--- config.mk ---
export PLATFORM = sky130hd
export DESIGN_NAME = sha256_message_digest_core
export DESIGN_NICKNAME = d
export VERILOG_FILES = /design/src/smd_pkg.sv /design/src/sha256_message_digest_core.sv /design/src/smd_sched.sv /design/src/smd_round.sv
export VERILOG_INCLUDE_DIRS = /design/src /design/src/src
export SDC_FILE = /design/constraint.sdc
export NUM_CORES = 2
export LEC_CHECK = 0
export ABC_AREA = 1
export BUFFER_PORTS_ARGS = -buffer_cell sky130_fd_sc_hd__buf_2
export CELL_PAD_IN_SITES_DETAIL_PLACEMENT = 0
export CELL_PAD_IN_SITES_GLOBAL_PLACEMENT = 2
export CORE_ASPECT_RATIO = 1.1
export CORE_MARGIN = 5
export CORE_UTILIZATION = 36
export DETAILED_ROUTE_END_ITERATION = 10
export GPL_ROUTABILITY_DRIVEN = 1
export PLACE_DENSITY_LB_ADDON = 0.1
export SETUP_SLACK_MARGIN = 0.15
export SLEW_MARGIN = 10
export SYNTH_ARGS = -nofsm -noshare
export SYNTH_HDL_FRONTEND = slang
export SYNTH_SLANG_ARGS = --single-unit
--- constraint.sdc ---
create_clock -name i_clk -period 14.3 [get_ports i_clk]
set_clock_uncertainty 0.15 [all_clocks]
set_input_delay 0.715 -clock i_clk [delete_from_list [all_inputs] [get_ports i_clk]]
set_output_delay 0.715 -clock i_clk [all_outputs]
set_load 0.05 [all_outputs]
--- src/sha256_message_digest_core_assert.svh ---
// Assertion macros for the SHA-256 digest core.
`ifndef SHA256_MESSAGE_DIGEST_CORE_ASSERT_SVH
`define SHA256_MESSAGE_DIGEST_CORE_ASSERT_SVH
`ifndef ASSERT_OFF
`define SMD_ASSERT_IMP(label, ante, cons, msg) \
    label: assert property (@(posedge i_clk) disable iff (!i_rst_n) (ante) |-> (cons)) \
        else $error(msg);
`define SMD_ASSERT_NXT(label, ante, cons, msg) \
    label: assert property (@(posedge i_clk) disable iff (!i_rst_n) (ante) |=> (cons)) \
        else $error(msg);
`else
`define SMD_ASSERT_IMP(label, ante, cons, msg)
`define SMD_ASSERT_NXT(label, ante, cons, msg)
`endif
`endif

--- src/smd_pkg.sv ---
// Shared types, opcodes and constant tables for the SHA-256 digest core.
`timescale 1ns / 1ps
package smd_pkg;

    typedef struct packed {
        logic [7:0] data_byte;
        logic       has_byte;
        logic       is_last;
    } t_in_item;

    typedef struct packed {
        logic [31:0] digest_word;
        logic [2:0]  word_index;
        logic        final_word;
    } t_out_item;

    // schedule window operations
    localparam logic [2:0] SCHED_OP_HOLD  = 3'd0;
    localparam logic [2:0] SCHED_OP_BYTE  = 3'd1;
    localparam logic [2:0] SCHED_OP_PAD   = 3'd2;
    localparam logic [2:0] SCHED_OP_ZERO  = 3'd3;
    localparam logic [2:0] SCHED_OP_SHIFT = 3'd4;

    // round unit operations
    localparam logic [2:0] RND_OP_HOLD = 3'd0;
    localparam logic [2:0] RND_OP_LOAD = 3'd1;
    localparam logic [2:0] RND_OP_STEP = 3'd2;
    localparam logic [2:0] RND_OP_FOLD = 3'd3;
    localparam logic [2:0] RND_OP_INIT = 3'd4;

    localparam logic [7:0] PAD_MARK    = 8'h80;
    localparam logic [5:0] LEN_POS     = 6'd56;
    localparam logic [5:0] LAST_POS    = 6'd63;
    localparam logic [5:0] LAST_ROUND  = 6'd63;
    localparam logic [2:0] LAST_WORD   = 3'd7;

    typedef struct packed {
        logic [2:0]  op;
        logic [5:0]  pos;
        logic [7:0]  data;
        logic        len_ins;
        logic [63:0] bit_len;
    } t_sched_ctrl;

    typedef struct packed {
        logic [2:0] op;
        logic [5:0] rnd;
        logic [2:0] out_idx;
    } t_rnd_ctrl;

    function automatic logic [31:0] init_hash(input logic [2:0] idx);
        logic [31:0] v;
        case (idx)
            3'd0:    v = 32'h6a09e667;
            3'd1:    v = 32'hbb67ae85;
            3'd2:    v = 32'h3c6ef372;
            3'd3:    v = 32'ha54ff53a;
            3'd4:    v = 32'h510e527f;
            3'd5:    v = 32'h9b05688c;
            3'd6:    v = 32'h1f83d9ab;
            default: v = 32'h5be0cd19;
        endcase
        return v;
    endfunction

    function automatic logic [31:0] round_k(input logic [5:0] t);
        logic [31:0] k;
        case (t)
            6'd0:  k = 32'h428a2f98;  6'd1:  k = 32'h71374491;
            6'd2:  k = 32'hb5c0fbcf;  6'd3:  k = 32'he9b5dba5;
            6'd4:  k = 32'h3956c25b;  6'd5:  k = 32'h59f111f1;
            6'd6:  k = 32'h923f82a4;  6'd7:  k = 32'hab1c5ed5;
            6'd8:  k = 32'hd807aa98;  6'd9:  k = 32'h12835b01;
            6'd10: k = 32'h243185be;  6'd11: k = 32'h550c7dc3;
            6'd12: k = 32'h72be5d74;  6'd13: k = 32'h80deb1fe;
            6'd14: k = 32'h9bdc06a7;  6'd15: k = 32'hc19bf174;
            6'd16: k = 32'he49b69c1;  6'd17: k = 32'hefbe4786;
            6'd18: k = 32'h0fc19dc6;  6'd19: k = 32'h240ca1cc;
            6'd20: k = 32'h2de92c6f;  6'd21: k = 32'h4a7484aa;
            6'd22: k = 32'h5cb0a9dc;  6'd23: k = 32'h76f988da;
            6'd24: k = 32'h983e5152;  6'd25: k = 32'ha831c66d;
            6'd26: k = 32'hb00327c8;  6'd27: k = 32'hbf597fc7;
            6'd28: k = 32'hc6e00bf3;  6'd29: k = 32'hd5a79147;
            6'd30: k = 32'h06ca6351;  6'd31: k = 32'h14292967;
            6'd32: k = 32'h27b70a85;  6'd33: k = 32'h2e1b2138;
            6'd34: k = 32'h4d2c6dfc;  6'd35: k = 32'h53380d13;
            6'd36: k = 32'h650a7354;  6'd37: k = 32'h766a0abb;
            6'd38: k = 32'h81c2c92e;  6'd39: k = 32'h92722c85;
            6'd40: k = 32'ha2bfe8a1;  6'd41: k = 32'ha81a664b;
            6'd42: k = 32'hc24b8b70;  6'd43: k = 32'hc76c51a3;
            6'd44: k = 32'hd192e819;  6'd45: k = 32'hd6990624;
            6'd46: k = 32'hf40e3585;  6'd47: k = 32'h106aa070;
            6'd48: k = 32'h19a4c116;  6'd49: k = 32'h1e376c08;
            6'd50: k = 32'h2748774c;  6'd51: k = 32'h34b0bcb5;
            6'd52: k = 32'h391c0cb3;  6'd53: k = 32'h4ed8aa4a;
            6'd54: k = 32'h5b9cca4f;  6'd55: k = 32'h682e6ff3;
            6'd56: k = 32'h748f82ee;  6'd57: k = 32'h78a5636f;
            6'd58: k = 32'h84c87814;  6'd59: k = 32'h8cc70208;
            6'd60: k = 32'h90befffa;  6'd61: k = 32'ha4506ceb;
            6'd62: k = 32'hbef9a3f7;  default: k = 32'hc67178f2;
        endcase
        return k;
    endfunction

endpackage

--- src/sha256_message_digest_core.sv ---
// Top level: byte intake, padding sequencer and digest output of the SHA-256 core.
// An item without a block completion leaves the core idle and ready; one that fills the buffer
// stalls the input for a load, 64 rounds on the single round unit and a fold into the chaining hash.
// A last item adds a pad step and a compression of the same kind, twice when the fill point
// is 56 or above, then eight output transfers, one digest word per transfer.
// Reset (synchronous, active low) loads the initial hash and clears the byte count;
// the block buffer is not cleared.
`timescale 1ns / 1ps
`include "sha256_message_digest_core_assert.svh"
module sha256_message_digest_core
    import smd_pkg::*;
(
    input  logic      i_clk,
    input  logic      i_rst_n,
    input  logic      i_valid,
    output logic      o_stall,
    input  t_in_item  i_item,
    output logic      o_valid,
    input  logic      i_stall,
    output t_out_item o_item
);

    localparam logic [2:0] ST_IDLE = 3'd0;
    localparam logic [2:0] ST_PAD  = 3'd1;
    localparam logic [2:0] ST_COMP = 3'd2;
    localparam logic [2:0] ST_FIN  = 3'd3;
    localparam logic [2:0] ST_OUT  = 3'd4;

    logic [2:0]  r_state, n_state;
    logic [5:0]  r_rnd, n_rnd;
    logic [63:0] r_count, n_count;
    logic        r_last, n_last;
    logic        r_pad2, n_pad2;
    logic        r_len_done, n_len_done;
    logic [2:0]  r_oidx, n_oidx;

    t_sched_ctrl w_sched;
    t_rnd_ctrl   w_rnd;
    logic [31:0] w_w;
    logic [31:0] w_hash_word;

    assign o_stall = (r_state != ST_IDLE);
    assign o_valid = (r_state == ST_OUT);

    always_comb begin
        n_state    = r_state;
        n_rnd      = r_rnd;
        n_count    = r_count;
        n_last     = r_last;
        n_pad2     = r_pad2;
        n_len_done = r_len_done;
        n_oidx     = r_oidx;

        w_sched.op      = SCHED_OP_HOLD;
        w_sched.pos     = r_count[5:0];
        w_sched.data    = i_item.data_byte;
        w_sched.len_ins = 1'b0;
        w_sched.bit_len = {r_count[60:0], 3'b000};

        w_rnd.op      = RND_OP_HOLD;
        w_rnd.rnd     = r_rnd;
        w_rnd.out_idx = r_oidx;

        unique case (r_state)
            ST_IDLE: begin
                if (i_valid) begin
                    if (i_item.has_byte) begin
                        w_sched.op = SCHED_OP_BYTE;
                        n_count    = r_count + 64'd1;
                    end
                    if (i_item.has_byte && r_count[5:0] == LAST_POS) begin
                        // buffer full: compress before any padding
                        w_rnd.op = RND_OP_LOAD;
                        n_last   = i_item.is_last;
                        n_state  = ST_COMP;
                    end else if (i_item.is_last) begin
                        n_last  = 1'b1;
                        n_state = ST_PAD;
                    end
                end
            end
            ST_PAD: begin
                if (r_pad2) begin
                    w_sched.op = SCHED_OP_ZERO;
                    n_len_done = 1'b1;
                end else begin
                    w_sched.op = SCHED_OP_PAD;
                    if (r_count[5:0] < LEN_POS) begin
                        w_sched.len_ins = 1'b1;
                        n_len_done      = 1'b1;
                    end else begin
                        // no room for the length: it goes in a second block
                        n_pad2 = 1'b1;
                    end
                end
                w_rnd.op = RND_OP_LOAD;
                n_rnd    = '0;
                n_state  = ST_COMP;
            end
            ST_COMP: begin
                w_sched.op = SCHED_OP_SHIFT;
                w_rnd.op   = RND_OP_STEP;
                n_rnd      = r_rnd + 6'd1;
                if (r_rnd == LAST_ROUND) begin
                    n_state = ST_FIN;
                end
            end
            ST_FIN: begin
                w_rnd.op = RND_OP_FOLD;
                if (r_last && r_len_done) begin
                    n_oidx  = '0;
                    n_state = ST_OUT;
                end else if (r_last) begin
                    n_state = ST_PAD;
                end else begin
                    n_state = ST_IDLE;
                end
            end
            ST_OUT: begin
                if (!i_stall) begin
                    n_oidx = r_oidx + 3'd1;
                    if (r_oidx == LAST_WORD) begin
                        w_rnd.op   = RND_OP_INIT;
                        n_count    = '0;
                        n_last     = 1'b0;
                        n_pad2     = 1'b0;
                        n_len_done = 1'b0;
                        n_state    = ST_IDLE;
                    end
                end
            end
            default: begin
                n_state = ST_IDLE;
            end
        endcase
    end

    always_ff @(posedge i_clk) begin
        if (!i_rst_n) begin
            r_state    <= ST_IDLE;
            r_rnd      <= '0;
            r_count    <= '0;
            r_last     <= 1'b0;
            r_pad2     <= 1'b0;
            r_len_done <= 1'b0;
            r_oidx     <= '0;
        end else begin
            r_state    <= n_state;
            r_rnd      <= n_rnd;
            r_count    <= n_count;
            r_last     <= n_last;
            r_pad2     <= n_pad2;
            r_len_done <= n_len_done;
            r_oidx     <= n_oidx;
        end
    end

    smd_sched u_sched (
        .i_clk  (i_clk),
        .i_ctrl (w_sched),
        .o_w    (w_w)
    );

    smd_round u_round (
        .i_clk       (i_clk),
        .i_rst_n     (i_rst_n),
        .i_ctrl      (w_rnd),
        .i_w         (w_w),
        .o_hash_word (w_hash_word)
    );

    assign o_item.digest_word = w_hash_word;
    assign o_item.word_index  = r_oidx;
    assign o_item.final_word  = (r_oidx == LAST_WORD);

    `SMD_ASSERT_IMP(a_no_ready_while_out, !o_stall, !o_valid, "input ready during digest output")
    `SMD_ASSERT_IMP(a_idle_clean, r_state == ST_IDLE, !r_last && !r_pad2 && !r_len_done && r_rnd == 6'd0, "stale padding flags while idle")
    `SMD_ASSERT_IMP(a_out_after_len, o_valid, r_last && r_len_done, "digest shown before length block compressed")
    `SMD_ASSERT_NXT(a_restart, o_valid && !i_stall && o_item.final_word, r_count == 64'd0 && !o_stall, "no clean restart after last digest word")

endmodule

--- src/smd_sched.sv ---
// Block buffer held as a 16-word window that doubles as the message schedule.
`timescale 1ns / 1ps
module smd_sched
    import smd_pkg::*;
(
    input  logic        i_clk,
    input  t_sched_ctrl i_ctrl,
    output logic [31:0] o_w
);

    logic [31:0] r_win [16];
    logic [31:0] n_win [16];

    function automatic logic [31:0] ssig0(input logic [31:0] x);
        return {x[6:0], x[31:7]} ^ {x[17:0], x[31:18]} ^ {3'b0, x[31:3]};
    endfunction

    function automatic logic [31:0] ssig1(input logic [31:0] x);
        return {x[16:0], x[31:17]} ^ {x[18:0], x[31:19]} ^ {10'b0, x[31:10]};
    endfunction

    always_comb begin
        logic [5:0] v_idx;
        v_idx = '0;
        for (int i = 0; i < 16; i++) begin
            n_win[i] = r_win[i];
        end
        unique case (i_ctrl.op)
            SCHED_OP_BYTE: begin
                for (int i = 0; i < 16; i++) begin
                    for (int b = 0; b < 4; b++) begin
                        v_idx = 6'(4 * i + b);
                        if (v_idx == i_ctrl.pos) begin
                            n_win[i][31 - 8 * b -: 8] = i_ctrl.data;
                        end
                    end
                end
            end
            SCHED_OP_PAD: begin
                // marker at the fill point, zeros behind it
                for (int i = 0; i < 16; i++) begin
                    for (int b = 0; b < 4; b++) begin
                        v_idx = 6'(4 * i + b);
                        if (v_idx == i_ctrl.pos) begin
                            n_win[i][31 - 8 * b -: 8] = PAD_MARK;
                        end else if (v_idx > i_ctrl.pos) begin
                            n_win[i][31 - 8 * b -: 8] = 8'h00;
                        end
                    end
                end
                if (i_ctrl.len_ins) begin
                    n_win[14] = i_ctrl.bit_len[63:32];
                    n_win[15] = i_ctrl.bit_len[31:0];
                end
            end
            SCHED_OP_ZERO: begin
                for (int i = 0; i < 14; i++) begin
                    n_win[i] = '0;
                end
                n_win[14] = i_ctrl.bit_len[63:32];
                n_win[15] = i_ctrl.bit_len[31:0];
            end
            SCHED_OP_SHIFT: begin
                for (int i = 0; i < 15; i++) begin
                    n_win[i] = r_win[i + 1];
                end
                n_win[15] = ssig1(r_win[14]) + r_win[9] + ssig0(r_win[1]) + r_win[0];
            end
            default: begin
            end
        endcase
    end

    always_ff @(posedge i_clk) begin
        for (int i = 0; i < 16; i++) begin
            r_win[i] <= n_win[i];
        end
    end

    assign o_w = r_win[0];

endmodule

--- src/smd_round.sv ---
// Shared compression round unit with working variables and chaining hash.
`timescale 1ns / 1ps
module smd_round
    import smd_pkg::*;
(
    input  logic        i_clk,
    input  logic        i_rst_n,
    input  t_rnd_ctrl   i_ctrl,
    input  logic [31:0] i_w,
    output logic [31:0] o_hash_word
);

    logic [31:0] r_chain [8];
    logic [31:0] r_v     [8];
    logic [31:0] w_t1;
    logic [31:0] w_t2;

    function automatic logic [31:0] bsig0(input logic [31:0] x);
        return {x[1:0], x[31:2]} ^ {x[12:0], x[31:13]} ^ {x[21:0], x[31:22]};
    endfunction

    function automatic logic [31:0] bsig1(input logic [31:0] x);
        return {x[5:0], x[31:6]} ^ {x[10:0], x[31:11]} ^ {x[24:0], x[31:25]};
    endfunction

    always_comb begin
        w_t1 = r_v[7] + bsig1(r_v[4]) + ((r_v[4] & r_v[5]) ^ (~r_v[4] & r_v[6]))
             + round_k(i_ctrl.rnd) + i_w;
        w_t2 = bsig0(r_v[0])
             + ((r_v[0] & r_v[1]) ^ (r_v[0] & r_v[2]) ^ (r_v[1] & r_v[2]));
    end

    always_ff @(posedge i_clk) begin
        if (!i_rst_n) begin
            for (int i = 0; i < 8; i++) begin
                r_chain[i] <= init_hash(3'(i));
            end
        end else begin
            unique case (i_ctrl.op)
                RND_OP_FOLD: begin
                    for (int i = 0; i < 8; i++) begin
                        r_chain[i] <= r_chain[i] + r_v[i];
                    end
                end
                RND_OP_INIT: begin
                    for (int i = 0; i < 8; i++) begin
                        r_chain[i] <= init_hash(3'(i));
                    end
                end
                default: begin
                end
            endcase
        end
    end

    always_ff @(posedge i_clk) begin
        unique case (i_ctrl.op)
            RND_OP_LOAD: begin
                for (int i = 0; i < 8; i++) begin
                    r_v[i] <= r_chain[i];
                end
            end
            RND_OP_STEP: begin
                r_v[7] <= r_v[6];
                r_v[6] <= r_v[5];
                r_v[5] <= r_v[4];
                r_v[4] <= r_v[3] + w_t1;
                r_v[3] <= r_v[2];
                r_v[2] <= r_v[1];
                r_v[1] <= r_v[0];
                r_v[0] <= w_t1 + w_t2;
            end
            default: begin
            end
        endcase
    end

    assign o_hash_word = r_chain[i_ctrl.out_idx];

endmodule

==> impl_metrics.json <==
{
  "die_area_um2": 235000,
  "hold_class": "primary input to register",
  "setup_viol": 0,
  "die_x_um": 462,
  "grt_pass1_vias": 73365,
  "antenna_found_initial": 11,
  "num_io_pins": 52,
  "stdcell_area_um2": 89100,
  "via_count": 75646,
  "min_to": "r_state[0]$_SDFFE_PN0P_",
  "avgSynthCellArea_um2": 7.71,
  "postCtsHoldBufs": 0,
  "place_inst": 13190,
  "status": "completed",
  "rsz0062_at_grt": "false",
  "hpwl_um": 317000,
  "clk_pin_slew_worst_paths_ps": 60,
  "ctsRootBufferMaster": "clkbuf_16",
  "syn_area_um2": 81000,
  "fin_crit_ps": 7510,
  "min_from": "i_item[1]",
  "drtPass1Iterations": 6,
  "drv_slew": 0,
  "ys_async_sr_fraction_pct": 0,
  "cts_resized": 0,
  "hold_viol": 0,
  "area_growth_pct": 10.0,
  "cts_buffers": 145,
  "grt_pass1_wl_um": 556000,
  "clock_path_buffers": 3,
  "final_layout_size_suffix_gt1_share_pct": 5.02,
  "cts_tree": "done",
  "yosysSeqAreaShare_pct": 39.1,
  "ys_top_cells_by_area": "edfxtp_1 (33%), nand2_1 (14%), ha_1 (6.1%)",
  "gr-total-overflow": 0,
  "end_kind": "register",
  "die_h_um": 507,
  "synth_warnings": 0,
  "max_freq_ghz": 0.133,
  "cp_data_required_time_ps": 14750,
  "rr_startpoint": "u_round.r_v[0][141]$_DFFE_PP_",
  "worst_slew_pin_slew_ps": 1370,
  "drtIter0Drc": 7107,
  "cts_setup_buffers": 0,
  "start_util_pct": 36.2,
  "finalCritPeriodShare_pct": 52.5,
  "yosysTopAreaCell": "edfxtp_1",
  "fin_nets": 10996,
  "drv_cap": 0,
  "grt_max_degree": 101,
  "synth_ff_type": "edfxtp_1",
  "ant_nets": 0,
  "globalplace.congestion": 0.992,
  "r2r_cells": 21,
  "synth-seq-cells": 1135,
  "start_kind": "register",
  "synthCells": 10500,
  "wl_um": 401000,
  "regToRegSetupSlack_ps": 6790,
  "max-slew-margin-rel_pct": 7.65,
  "crit_type": "register to register",
  "synth.top_cell.area_share_pct": 33.2,
  "place_area_um2": 84200,
  "r2r-end": "u_round.r_v[0][27]$_DFFE_PP_",
  "setup_tns_ps": 0,
  "synth_edf_count": 896,
  "cts.htree.levels": 4,
  "detail_route.wl_per_cell_um": 29.8,
  "viasPerCell": 5.62,
  "critPathLaunch": "u_round.r_v[0][141]$_DFFE_PP_",
  "grt_usage_pct": 33.2,
  "ys_types": 65,
  "clock-sinks": 1135,
  "final_cell_count_no_fill": 13460,
  "route.detailed.drc": 0,
  "critPathMaxFanout": 7,
  "port_buffers": 51,
  "hold_depth": 4,
  "num_rows": 182,
  "worstSkewPairLatency_ps": 860,
  "worstPathArrival_ps": 7960,
  "fp.coreArea_um2": 224000,
  "syn_nets": 11103
}
-- cell usage in the layout, fill, tap and decap left out, types with 11 or more instances in the layout --
cell type and n:
o21bai_1 58, clkinv_2 24, a21o_1 57, o21ai_0 843
nor2_2 15, a21oi_1 839, o21a_1 41, a31oi_1 87
nand2_2 13, maj3_1 21, nor4_1 26, nand2_1 2911
nand2_4 12, a22oi_1 11, inv_2 19, o21ai_1 38
xnor2_1 159, a211oi_1 12, inv_1 1202, buf_4 109
buf_2 51, fa_1 195, a21boi_0 27, nand3b_1 22
nor3_1 100, edfxtp_1 896, clkinv_1 13, nand3_1 496
or2_2 62, nor2_1 731, clkbuf_1 42, nand4_1 140
o211ai_1 127, ha_1 394, bufinv_16 12, dfxtp_1 237
o22ai_1 12, xor2_1 190, clkbuf_16 145
-- cell usage after synthesis (55+ instances only) --
master / n
inv_1: 1204
a21oi_1: 841
xnor2_1: 159
nand2_1: 2922
nor2_1: 737
fa_1: 195
or2_2: 62
ha_1: 394
nor3_1: 101
clkbuf_1: 313
a21o_1: 57
a31oi_1: 87
buf_2: 55
o21bai_1: 58
o21ai_0: 846
nand4_1: 140
xor2_1: 190
nand3_1: 496
o211ai_1: 127
dfxtp_1: 239
edfxtp_1: 896
-- area by class of cell --
type,count,area (um^2)
Inverter,1229,4620
Clock buffer,192,3850
Clock inverter,73,1010
Antenna cell,5,12.5
Multi-Input combinational cell,7722,43200
Fill cell,23538,135000
Tap cell,2944,3680
Timing Repair Buffer,160,1070
Sequential cell,1135,31700
-- how the worst max path moves through the flow --
stage | end | slack, ps | cells past startpoint
CTS | u_round.r_v[0][27]$_DFFE_PP_ | 6850 | 21
global route | u_round.r_v[0][27]$_DFFE_PP_ | 6520 | 21
floorplan | u_round.r_v[0][0]$_DFFE_PP_ | 5010 | 6
finish | u_round.r_v[0][27]$_DFFE_PP_ | 6790 | 21
detailed placement | u_round.r_v[0][27]$_DFFE_PP_ | 6820 | 21
global placement | u_round.r_v[0][27]$_DFFE_PP_ | 6730 | 21
-- state kept, by name, summed over array words and instances, names as in the netlist, named ones only --
name	flops
r_pad2	1
u_sched.r_win	512
r_count	61
r_oidx	3
r_rnd	6
u_round.r_chain	256
r_last	1
u_round.r_v	256
r_len_done	1
r_state	3
-- per-stage QoR --
stage	hold slack [ps]	setup WS, ps	utilization, %
finish	68.3	6790	39.8
global route	56.1	6520	39.8
CTS	7.35	6850	39.8
detailed placement	327	6820	37.6
global placement	319	6730	37.6
floorplan	293	5010	-
-- per-layer routing --
metal  vias up  part of all wire [%]  track usage, %
li1      34856                     -               -
met1     37245                    39            40.1
met2      2811                    48            56.7
met3       734                   5.7            4.67
met4         0                   7.0            19.2
met5         -                     0               0
-- logic make-up after synthesis --
logic type / synth area share [%]
AO/OA/AOI/OAI: 15.0
XOR/XNOR: 3.77
adder cells (fa/ha/maj): 11.2
buffers and inverters: 7.76
flip-flops: 39.1
multiplexers: 0.0247
AND/OR/NAND/NOR: 23.1
-- critical path: stages (launching register included) --
cell,delay (ps)
edfxtp_1,860
o21ai_0,470
fa_1,600
inv_1,60
fa_1,530
inv_1,50
ha_1,400
nand2_1,180
nor4_1,620
nand3_1,160
nand3b_1,160
a21o_1,170
xor2_1,600
fa_1,530
ha_1,460
nand2_1,140
nor4_1,570
nand4_1,260
nand3_1,130
nand2_1,50
nand3_1,80
nand2_1,60
Power is not shown: default switching activity piles up to over one toggle a cycle in this logic, so the estimate is an artifact.
